==> config.mk <==
export PLATFORM = sky130hd
export DESIGN_NAME = isrt_cell
export DESIGN_NICKNAME = d
export VERILOG_FILES = /design/src/hdl/isrt_pkg.sv /design/src/hdl/isrt_cell.sv
export SDC_FILE = /design/constraint.sdc
export NUM_CORES = 1
export LEC_CHECK = 0
export BUFFER_PORTS_ARGS = -buffer_cell sky130_fd_sc_hd__clkbuf_2
export CORE_ASPECT_RATIO = 1.2
export CORE_MARGIN = 3
export CORE_UTILIZATION = 35
export CTS_BUF_LIST = sky130_fd_sc_hd__clkbuf_8
export CTS_CLUSTER_DIAMETER = 200
export CTS_CLUSTER_SIZE = 20
export DETAILED_ROUTE_END_ITERATION = 7
export PLACE_DENSITY = 0.71
export SETUP_SLACK_MARGIN = 0.15
export SLEW_MARGIN = 20
export SYNTH_ARGS = -nofsm -noshare
export SYNTH_HDL_FRONTEND = slang
export SYNTH_SLANG_ARGS = --single-unit
==> constraint.sdc <==
create_clock -name i_clk -period 9 [get_ports i_clk]
set_input_delay 1.8 -clock i_clk [delete_from_list [all_inputs] [get_ports i_clk]]
set_output_delay 1.8 -clock i_clk [all_outputs]
set_load 0.1 [all_outputs]
==> src/hdl/isrt_pkg.sv <==
// Package for the idle slot reservation timeline: default sizes, codes and
// the per-cell operation type shared by the top level and the cell row.
// No dependencies.
package isrt_pkg;

    localparam int MAX_BOUNDARIES_DEF = 64;
    localparam int TIME_BITS_DEF      = 32;

    localparam logic       ACT_RESERVE = 1'b0;
    localparam logic       ACT_CLEAR   = 1'b1;

    localparam logic [1:0] ST_OK    = 2'd0;
    localparam logic [1:0] ST_FULL  = 2'd1;
    localparam logic [1:0] ST_NOFIT = 2'd2;

    typedef enum logic [2:0] {
        OP_HOLD,
        OP_CLEAR0,
        OP_INVAL,
        OP_TAKE_R,
        OP_TAKE_L,
        OP_SET_PRE,
        OP_SET_POST,
        OP_SPLIT_NEW
    } t_cell_op;

endpackage

==> src/hdl/isrt_cell.sv <==
// One gap cell of the timeline row: holds one idle gap (start, end, valid),
// tests it against the pending request and shifts with its neighbors.
// Depends on isrt_pkg.
module isrt_cell #(
    parameter int TIME_BITS = isrt_pkg::TIME_BITS_DEF,
    parameter bit FIRST     = 1'b0
) (
    input  logic                    i_clk,
    input  logic                    i_rst_n,
    input  isrt_pkg::t_cell_op      i_op,
    input  logic [TIME_BITS-1:0]    i_exec,
    input  logic [TIME_BITS-1:0]    i_ready,
    input  logic [TIME_BITS-1:0]    i_s,
    input  logic [TIME_BITS-1:0]    i_e,
    input  logic [TIME_BITS-1:0]    i_left_pre,
    input  logic [TIME_BITS-1:0]    i_left_post,
    input  logic                    i_left_valid,
    input  logic [TIME_BITS-1:0]    i_right_pre,
    input  logic [TIME_BITS-1:0]    i_right_post,
    input  logic                    i_right_valid,
    output logic [TIME_BITS-1:0]    o_pre,
    output logic [TIME_BITS-1:0]    o_post,
    output logic                    o_valid,
    output logic                    o_fit
);
    import isrt_pkg::*;

    logic [TIME_BITS-1:0] r_pre, n_pre;
    logic [TIME_BITS-1:0] r_post, n_post;
    logic                 r_valid, n_valid;
    logic                 r_fit, n_fit;
    logic [TIME_BITS-1:0] len;
    logic [TIME_BITS-1:0] latest;

    // latest start is only meaningful once the length test passes
    always_comb begin
        len    = r_post - r_pre;
        latest = r_post - i_exec;
        n_fit  = r_valid && (r_post >= r_pre) && (len >= i_exec) && (latest >= i_ready);
    end

    always_comb begin
        n_pre   = r_pre;
        n_post  = r_post;
        n_valid = r_valid;
        unique case (i_op)
            OP_HOLD: begin
            end
            OP_CLEAR0: begin
                n_pre   = '0;
                n_post  = '1;
                n_valid = 1'b1;
            end
            OP_INVAL: begin
                n_valid = 1'b0;
            end
            OP_TAKE_R: begin
                n_pre   = i_right_pre;
                n_post  = i_right_post;
                n_valid = i_right_valid;
            end
            OP_TAKE_L: begin
                n_pre   = i_left_pre;
                n_post  = i_left_post;
                n_valid = i_left_valid;
            end
            OP_SET_PRE: begin
                n_pre = i_e;
            end
            OP_SET_POST: begin
                n_post = i_s;
            end
            OP_SPLIT_NEW: begin
                n_pre   = i_e;
                n_post  = i_left_post;
                n_valid = 1'b1;
            end
            default: begin
            end
        endcase
    end

    always_ff @(posedge i_clk) begin
        if (!i_rst_n && FIRST) begin
            r_pre  <= '0;
            r_post <= '1;
        end else begin
            r_pre  <= n_pre;
            r_post <= n_post;
        end
        if (!i_rst_n) begin
            r_valid <= FIRST;
            r_fit   <= 1'b0;
        end else begin
            r_valid <= n_valid;
            r_fit   <= n_fit;
        end
    end

    assign o_pre   = r_pre;
    assign o_post  = r_post;
    assign o_valid = r_valid;
    assign o_fit   = r_fit;

endmodule

; ---- After elaboration in Yosys (flattened, before gate mapping)
; Index checks and enable logic that the tools add are counted.
[classes]
addsub = 2
magnitude_cmp = 3
n_eq_ne = 7
mux = 3
n_reduce_logical = 9
[op_table]
columns = op, count
row1 = $pmux 32 s4, 2
row2 = $ge 32x32->1, 3
row3 = $sub 32x32->32, 2
row4 = $eq 3x3->1 const B, 4
row5 = $reduce_bool 4->1, 3
row6 = $eq 3x2->1 const B, 2
row7 = $reduce_or 2->1, 3
row8 = $pmux 1 s4, 1
row9 = $eq 3x1->1 const B, 1
row10 = $logic_and 1x1->1, 3
[totals]
register_bits = 66
in_bits = 263
out_inout_bits = 66
word_cells = 28

; ---- Longest topological paths before layout
; Gate-level depths: netlist (run 1).
[depth]
depth_word = 4
depth_mapped = 21
depth_no_buf = 21

; ---- Worst setup path after synthesis (run 1)
; OpenSTA, ideal clock, no wires.
[synth_timing]
kind = input -> register
startpoint = input port i_exec[4]
endpoint = register r_fit (netlist: o_fit)
setup_time_ns = 0.074
t_arrival_ns = 4.713
required_time_ns = 8.926
slack_ns = 4.213
cell_stages = 16
n_path_buf = 0
path_cell_list = inv_1 -> ha_1 -> a21oi_1 -> nand2_1 -> o211a_1 -> o21ai_2 -> a21oi_2 -> o2111a_1 -> or2_1 -> a311o_1 -> ha_1 -> nand4_1 -> o21ai_0 -> o2111a_1 -> o2111ai_1 -> a31oi_1
[synth_between]
elab_chain_cells = 3
elab_cells_between_ends = 5
classes_between = add/sub (1) / order compare (2) / reduce/logical (2)
[synth_rtl]
columns = element, line
row1 = "start, declared", isrt_cell.sv:11  ; input logic [TIME_BITS-1:0] i_exec,
row2 = $sub 32x32->32 or $ge 32x32->1 (tied branches), "isrt_cell.sv:38, isrt_cell.sv:39"
row3 = $ge 32x32->1 or $logic_and 1x1->1 (tied branches), isrt_cell.sv:39  ; n_fit = r_valid && (r_post >= r_pre) && (len >= i_exec) && (latest >= i_ready);
row4 = $logic_and 1x1->1 (*), isrt_cell.sv:39
row5 = "end signal, assigned", isrt_cell.sv:96  ; r_fit <= n_fit;
row6 = "end, declared", isrt_cell.sv:31  ; logic r_fit, n_fit;
; Mark *: on every way between the ends. The rest lies on a longest branch, timed or not.
; A chain may end at the register's enable or synchronous reset.

; ---- Final worst setup path (run 1)
[layout_timing]
startpoint = input port i_exec[0]
endpoint = register r_fit (netlist: o_fit)
; Same word-level chain as after synthesis.

==> run_results.csv, run 1 <==
group,metric,value,unit
min_path,hp-class,"flip-flop to flip-flop",
synth,async_flop_share,0,%
global_routing,grt_pass1_vias,9011,
synth,yosys.area_share.simple,14.6,%
sta,rsz0062_at_grt,"no",
die,rows,62,
synth,syn-cell-area,8780,um^2
clocking,clkTransAtPathRegs,0.08,ns
min_path,min_from,"o_valid$_SDFFE_PN0P_",
critical_path,reg2reg_from,"o_pre[0]$_DFFE_PP_",
synth,synth_xor_area_share,5.59,%
drt,drt-wirelength-per-cell,17.6,um
clocking,cts_max_path_buffers,2,
sta,fmax,0.189,GHz
synth,synth_mux_area_share,0.356,%
critical_path,path_common_cell,"a21oi_1",
clocking,root_buffer,"clkbuf_8",
drt,wirelength,29800,um
drt,antenna_left,0,
critical_path,crit_required,9.20,ns
clocking,cts_buffers,9,
place,placed_area,10700,um^2
place,hpwlAfterDp,25100,um
outcome,outcome,"complete, no violations",
place,place_congestion,0.928,
critical_path,crit_buf_inv,2,
synth,avgSynthCellArea,8.21,um^2
global_routing,gr-total-overflow,0,
power,finalPower,1.88,mW
critical_path,crit_slowest_cell,"o311ai_0",
power,power_density,173,nW/um^2
synth,synth_fa_ha_area_share,18.6,%
clocking,cts_sinks,66,
synth,synth_top_family_by_area,"compound AO/OA/AOI/OAI gates",
critical_path,crit_path_start_kind,"input pin",
cells_and_area,fin_util,44.7,%
drt,dr.pass1.iters,5,
sta,maxSlewViolCount,0,
drt,drc,0,
cells_and_area,area_delta_synth_final,23.6,%
synth,ys.flop_type,"edfxtp_1",
synth,ys_warn_count,0,
clocking,cts_tree,"yes",
cells_and_area,fin_area,10900,um^2
clocking,clk_latency,0.33,ns
sta,hold_viol,0,
critical_path,cp_max_fo,3,
synth,synth_compound_area_share,31.7,%
global_routing,grt_pass1_wl,46400,um
synth,syn_nets,1462,
synth,yosys-top-cells-area,"edfxtp_1, ha_1, a22o_1",
cells_and_area,drive_gt1_share,27.5,%
power,vdd_drop_max,0.0749,mV
place,portBuffers,328,
sta,finalSetupViolCount,0,
sta,fin_crit,5.30,ns
sta,fin_crit_sh,58.9,%
synth,netlist_instances,1070,
clocking,h-tree-depth,3,
die,pin_count,329,
min_path,whs_path_depth,2,
critical_path,critPathLaunch,"i_exec[0]",
sta,fin_worst_skew,0.0124,ns
clocking,cts_setup_buffers,0,
critical_path,reg2reg_depth,18,
global_routing,grt_max_degree,101,
critical_path,crit_path_end_kind,"flip-flop",
critical_path,cp_slowest_stage_delay,0.56,ns
cells_and_area,nets,1757,
critical_path,r2r_end,"o_fit$_SDFF_PN0_",
drt,drt_iter0_drc,425,
synth,ys_seq_elements,66,
critical_path,timing.critical_path.cells,"clkbuf_2 > ha_1 > inv_1 > fa_1 > a21oi_1 > o21ai_0 > nand3_1 > a21oi_1 > o311ai_0 > a21oi_1 > mux2i_1 > nor4_1 > ha_1 > a21o_1 > a21oi_1 > o21ai_0 > nor2_1 > o211ai_1 > o2111ai_1 > a31oi_1",
die,dieWidth,151,um
critical_path,cp_top_family,"compound AO/OA/AOI/OAI gates",
global_routing,antenna_found_initial,1,
global_routing,gr-usage-all-layers,21.4,%
clocking,cts_resized,0,
min_path,min_to,"o_valid$_SDFFE_PN0P_",
drt,vias_per_cell,5.35,
die,dieArea,27000,um^2
synth,yosysSeqAreaShare,22.3,%
synth,synth.distinct_cells,75,
synth,synth_top_area_share,21.9,%
flow_run,maxCapViolCount,0,
clocking,hold_buffers,0,
sta,worstMarginPinSlew,0.888,ns
power,p_leak,5.47,nW
critical_path,worstSetupPathType,"input pin to flip-flop",
critical_path,regToRegSetupSlack,4.54,ns
die,fp.dieH,180,um
sta,finalSetupTns,0,ns
die,core_area,24300,um^2
synth,synth-edff-count,64,
synth,synth_top_area_cell,"edfxtp_1",
sta,slew_headroom,40.8,%
die,initial_utilization,36.2,%
critical_path,cp.arrival,5.50,ns
drt,dr_total_vias,9038,
-- layout by cell type (no fill, tap or decap), types with 5 or more instances in the layout --
master      n
xnor2_1    33
a21oi_1    69
nand3_1    13
o211ai_1    9
nor2b_1    41
o21ai_0   102
a211oi_1    6
edfxtp_1   64
a31oi_1     7
a21o_1     49
nor3_1     12
o21a_1     10
nand4_1    18
xor2_1     23
or3_1       6
and3_1      7
nand2_1    47
clkbuf_2  327
inv_1     109
nand2b_1   15
a22o_1     65
buf_4       7
a22oi_1    32
nor2_1     71
and2_1      5
clkbuf_8    9
ha_1      127
o21bai_1    9
-- synthesized netlist by cell type, types with 32 or more instances --
cell,number
xnor2_1,33
ha_1,127
clkbuf_1,50
nor2b_1,42
edfxtp_1,64
nand2_1,47
nor2_1,72
a21o_1,49
a22oi_1,32
a21oi_1,69
a22o_1,65
inv_1,108
o21ai_0,102
-- state kept, by name (all words and copies together) (netlist names) --
register  flops
o_fit         1
o_pre        32
o_valid       1
o_post       32
-- power breakdown --
part	total, mW	internal [mW]	switching, mW
clock	0.211	0.0964	0.114
combinational	1.24	0.454	0.785
sequential	0.427	0.381	0.0455
total	1.88	0.932	0.945
-- routing by layer --
layer / up-vias / GRT usage, % / share of wire [%]
met3: 52 / 2.37 / 5.4
met2: 347 / 36.8 / 48
met5: - / 0 / 0
met4: 0 / 8.02 / 3.5
met1: 4116 / 27.4 / 43
li1: 4523 / - / -
-- layout make-up --
type | instances | area, um^2
tap | 320 | 400
timing repair buffer | 335 | 1690
fill | 2428 | 13400
sequential | 66 | 1960
clock buffer | 9 | 124
inverter | 108 | 405
antenna | 1 | 2.50
clock inverter | 6 | 36.3
multi-input combinational | 845 | 6230
-- worst max path at each step --
stage                     slack, ns  depth (start not counted)               end
after floorplan                4.21                         16  o_fit$_SDFF_PN0_
after global placement         3.55                         19  o_fit$_SDFF_PN0_
after global routing           3.43                         20  o_fit$_SDFF_PN0_
after CTS                      3.73                         20  o_fit$_SDFF_PN0_
after detailed placement       3.36                         20  o_fit$_SDFF_PN0_
final                          3.70                         20  o_fit$_SDFF_PN0_
-- worst register-to-register path, delay by kind of cell (launching register included) --
family / cells / cell delay, ns
muxes: 1 / 0.14
and+or+nand+nor: 2 / 0.26
AOI/OAI and AO/OA: 12 / 2.49
adders and majority gates: 3 / 0.98
DFF: 1 / 0.47
-- cells by family (layout without fill, tap and decap cells) --
family                     count (synthesis)  after routing
and+or+nand+nor                          254            254
DFF                                       66             66
other                                      0              1
buffers and inverters                    159            458
adders and majority gates                129            129
AOI/OAI and AO/OA                        403            403
muxes                                      3              3
xor gates and xnor gates                  56             56
-- per-stage QoR --
stage          instances  worst slack, ns  hold slack, ns
2_1_floorplan       1070             4.21            1.04
3_3_place_gp        1674             3.55           0.576
3_5_place_dp        1674             3.36           0.584
4_1_cts             1689             3.73           0.603
5_1_grt             1690             3.43           0.653
6_report            1690             3.70           0.611
Power figures use the tool's default switching activity.
==> run 2, diff against run 1 <==
--- a/config.mk
+++ b/config.mk
@@ -13,7 +13,7 @@
 export CTS_CLUSTER_DIAMETER = 200
 export CTS_CLUSTER_SIZE = 20
 export DETAILED_ROUTE_END_ITERATION = 7
-export PLACE_DENSITY = 0.71
+export PLACE_DENSITY = 0.73
 export SETUP_SLACK_MARGIN = 0.15
 export SLEW_MARGIN = 20
 export SYNTH_ARGS = -nofsm -noshare
==> constraint.sdc (replaced) <==
create_clock -name i_clk -period 4.5 [get_ports i_clk]
set_input_delay 0.9 -clock i_clk [delete_from_list [all_inputs] [get_ports i_clk]]
set_output_delay 0.9 -clock i_clk [all_outputs]
set_load 0.1 [all_outputs]
==> run 2 against run 1 <==
  * Register-to-register slack worse by 4.3 ns
  * Sequential cell count stayed put
  * Final cell count is 0.47% higher
  * Critical path depth is 2 lower
  * Via count is 1.1% higher
  * First-iteration DRC count is 20% lower
  * Routed wire length is 0.95% higher
  * Non-clock buffer count is 8 higher
  * Highest routed layer unchanged
  * Largest cell class unchanged
  * Sequential power is 98% higher
  * Clock power grew to 2.9 times the previous value
==> run_results.csv, run 2 (synthesis gave the netlist of run 1 again) <==
group,metric,value,unit
outcome,outcome,"complete, no violations",
critical_path,reg2reg_from,"o_pre[0]$_DFFE_PP_",
die,core_area,24300,um^2
clocking,cts_max_path_buffers,2,
global_routing,antenna_found_initial,0,
sta,slew_headroom,41.0,%
global_routing,gr-usage-all-layers,21.3,%
cells_and_area,diodes,0,
die,initial_utilization,36.2,%
drt,drt-wirelength-per-cell,17.7,um
cells_and_area,multi_input_area,6270,um^2
clocking,clk_latency,0.34,ns
drt,antenna_left,0,
power,p_leak,5.55,nW
die,fp.dieH,180,um
global_routing,grt_pass1_vias,9030,
critical_path,regToRegSetupSlack,0.26,ns
place,placed_area,10700,um^2
place,hpwlAfterDp,25300,um
cells_and_area,final_cell_mix,"clkbuf_2, ha_1, inv_1",
critical_path,crit_required,4.72,ns
clocking,cts_sinks,66,
sta,fin_crit,4.24,ns
sta,whs,0.590,ns
place,dp.cells,1680,
cells_and_area,mostFrequentLayoutCell,"clkbuf_2",
min_path,whs_path_depth,2,
critical_path,crit_path_end_kind,"flip-flop",
critical_path,worstSetupPathType,"flip-flop to flip-flop",
global_routing,grt_pass1_wl,46200,um
critical_path,critPathLaunch,"o_pre[0]$_DFFE_PP_",
flow_run,maxCapViolCount,0,
critical_path,cp.arrival,4.46,ns
critical_path,cp_max_fo,3,
sta,worstMarginPinSlew,0.886,ns
cells_and_area,drive_gt1_share,28.6,%
place,portBuffers,328,
cells_and_area,area_delta_synth_final,25.6,%
die,dieArea,27000,um^2
critical_path,cp_slowest_stage_delay,0.42,ns
sta,maxSlewViolCount,0,
min_path,min_to,"o_valid$_SDFFE_PN0P_",
drt,dr.pass1.iters,5,
clocking,root_buffer,"clkbuf_8",
clocking,hold_buffers,0,
cells_and_area,fin_util,45.4,%
min_path,min_from,"o_valid$_SDFFE_PN0P_",
cells_and_area,fin_cells,1698,
critical_path,crit_slowest_cell,"fa_1",
drt,dr_total_vias,9135,
critical_path,crit_path_start_kind,"flip-flop",
critical_path,r2r_end,"o_fit$_SDFF_PN0_",
drt,drc,0,
global_routing,grt_max_degree,67,
drt,vias_per_cell,5.38,
min_path,hp-class,"flip-flop to flip-flop",
power,finalPower,3.98,mW
sta,fin_worst_skew,0.0140,ns
sta,fmax,0.236,GHz
clocking,cts_buffers,9,
sta,fin_crit_sh,94.2,%
critical_path,timing.critical_path.cells,"ha_1 > fa_1 > nor2b_2 > o211ai_1 > a21boi_2 > o2111ai_2 > a21oi_2 > nor2b_2 > mux2i_1 > a2111oi_2 > ha_1 > a21o_1 > a21oi_1 > o21ai_0 > a221oi_2 > buf_4 > and3b_1 > a31oi_1",
die,rows,62,
clocking,cts_tree,"yes",
drt,drt_iter0_drc,340,
sta,finalSetupTns,0,ns
power,vdd_drop_max,0.128,mV
clocking,clkTransAtPathRegs,0.08,ns
drt,wirelength,30100,um
sta,timing.final.ws_setup,0.262,ns
cells_and_area,seqCellArea,1960,um^2
cells_and_area,fin_area,11000,um^2
die,pin_count,329,
sta,finalSetupViolCount,0,
power,power_density,361,nW/um^2
cells_and_area,nets,1765,
cells_and_area,n_fill_cell,2420,
place,place_congestion,0.928,
critical_path,crit_buf_inv,1,
critical_path,cp_top_family,"compound AO/OA/AOI/OAI gates",
critical_path,reg2reg_depth,18,
sta,hold_viol,0,
global_routing,gr-total-overflow,0,
critical_path,critical_path_depth,18,
place,dp_slack,-0.0625,ns
clocking,h-tree-depth,3,
die,dieWidth,151,um
sta,rsz0062_at_grt,"no",
[run 2: per-layer routing]
layer,up-vias,GRT usage (%),share of wire (%)
met4,0,8.64,3.9
met1,4170,27.6,43
met2,359,36.2,48
li1,4547,-,-
met5,-,0,0
met3,59,2.17,5.2
[run 2: power by group]
part	internal, mW	leakage [nW]	switching (mW)
clock network	0.363	0.118	0.240
logic	0.936	4.78	1.59
registers	0.762	0.658	0.0842
[run 2: worst max path at each step]
stage,end,slack [ns]
2_1_floorplan,o_fit$_SDFF_PN0_,0.20
3_3_place_gp,o_fit$_SDFF_PN0_,0.04
3_5_place_dp,o_fit$_SDFF_PN0_,-0.06
4_1_cts,o_fit$_SDFF_PN0_,0.24
5_1_grt,o_fit$_SDFF_PN0_,0.04
6_report,o_fit$_SDFF_PN0_,0.26
[run 2: final cells by class]
| class | instances | share of cell area (%) |
|---|---|---|
| multi-input cells | 845 | 56.9 |
| clock inverters | 7 | 0.976 |
| repair buffers | 343 | 15.9 |
| flip-flops and latches | 66 | 17.8 |
| well taps | 320 | 3.63 |
| inverters | 108 | 3.68 |
| clock buffers | 9 | 1.12 |
[run 2: repair_timing]
item | CTS | global route
endpoints found under the setup margin | 0 | 1
gates resized for setup | 0 | 14
buffers inserted | 0 | 2
[run 2: tightest hold or removal path, stage by stage, from the launching register on]
cell and delay, ns:
dfxtp_1 0.41, a211oi_1 0.07, nor2_1 0.07
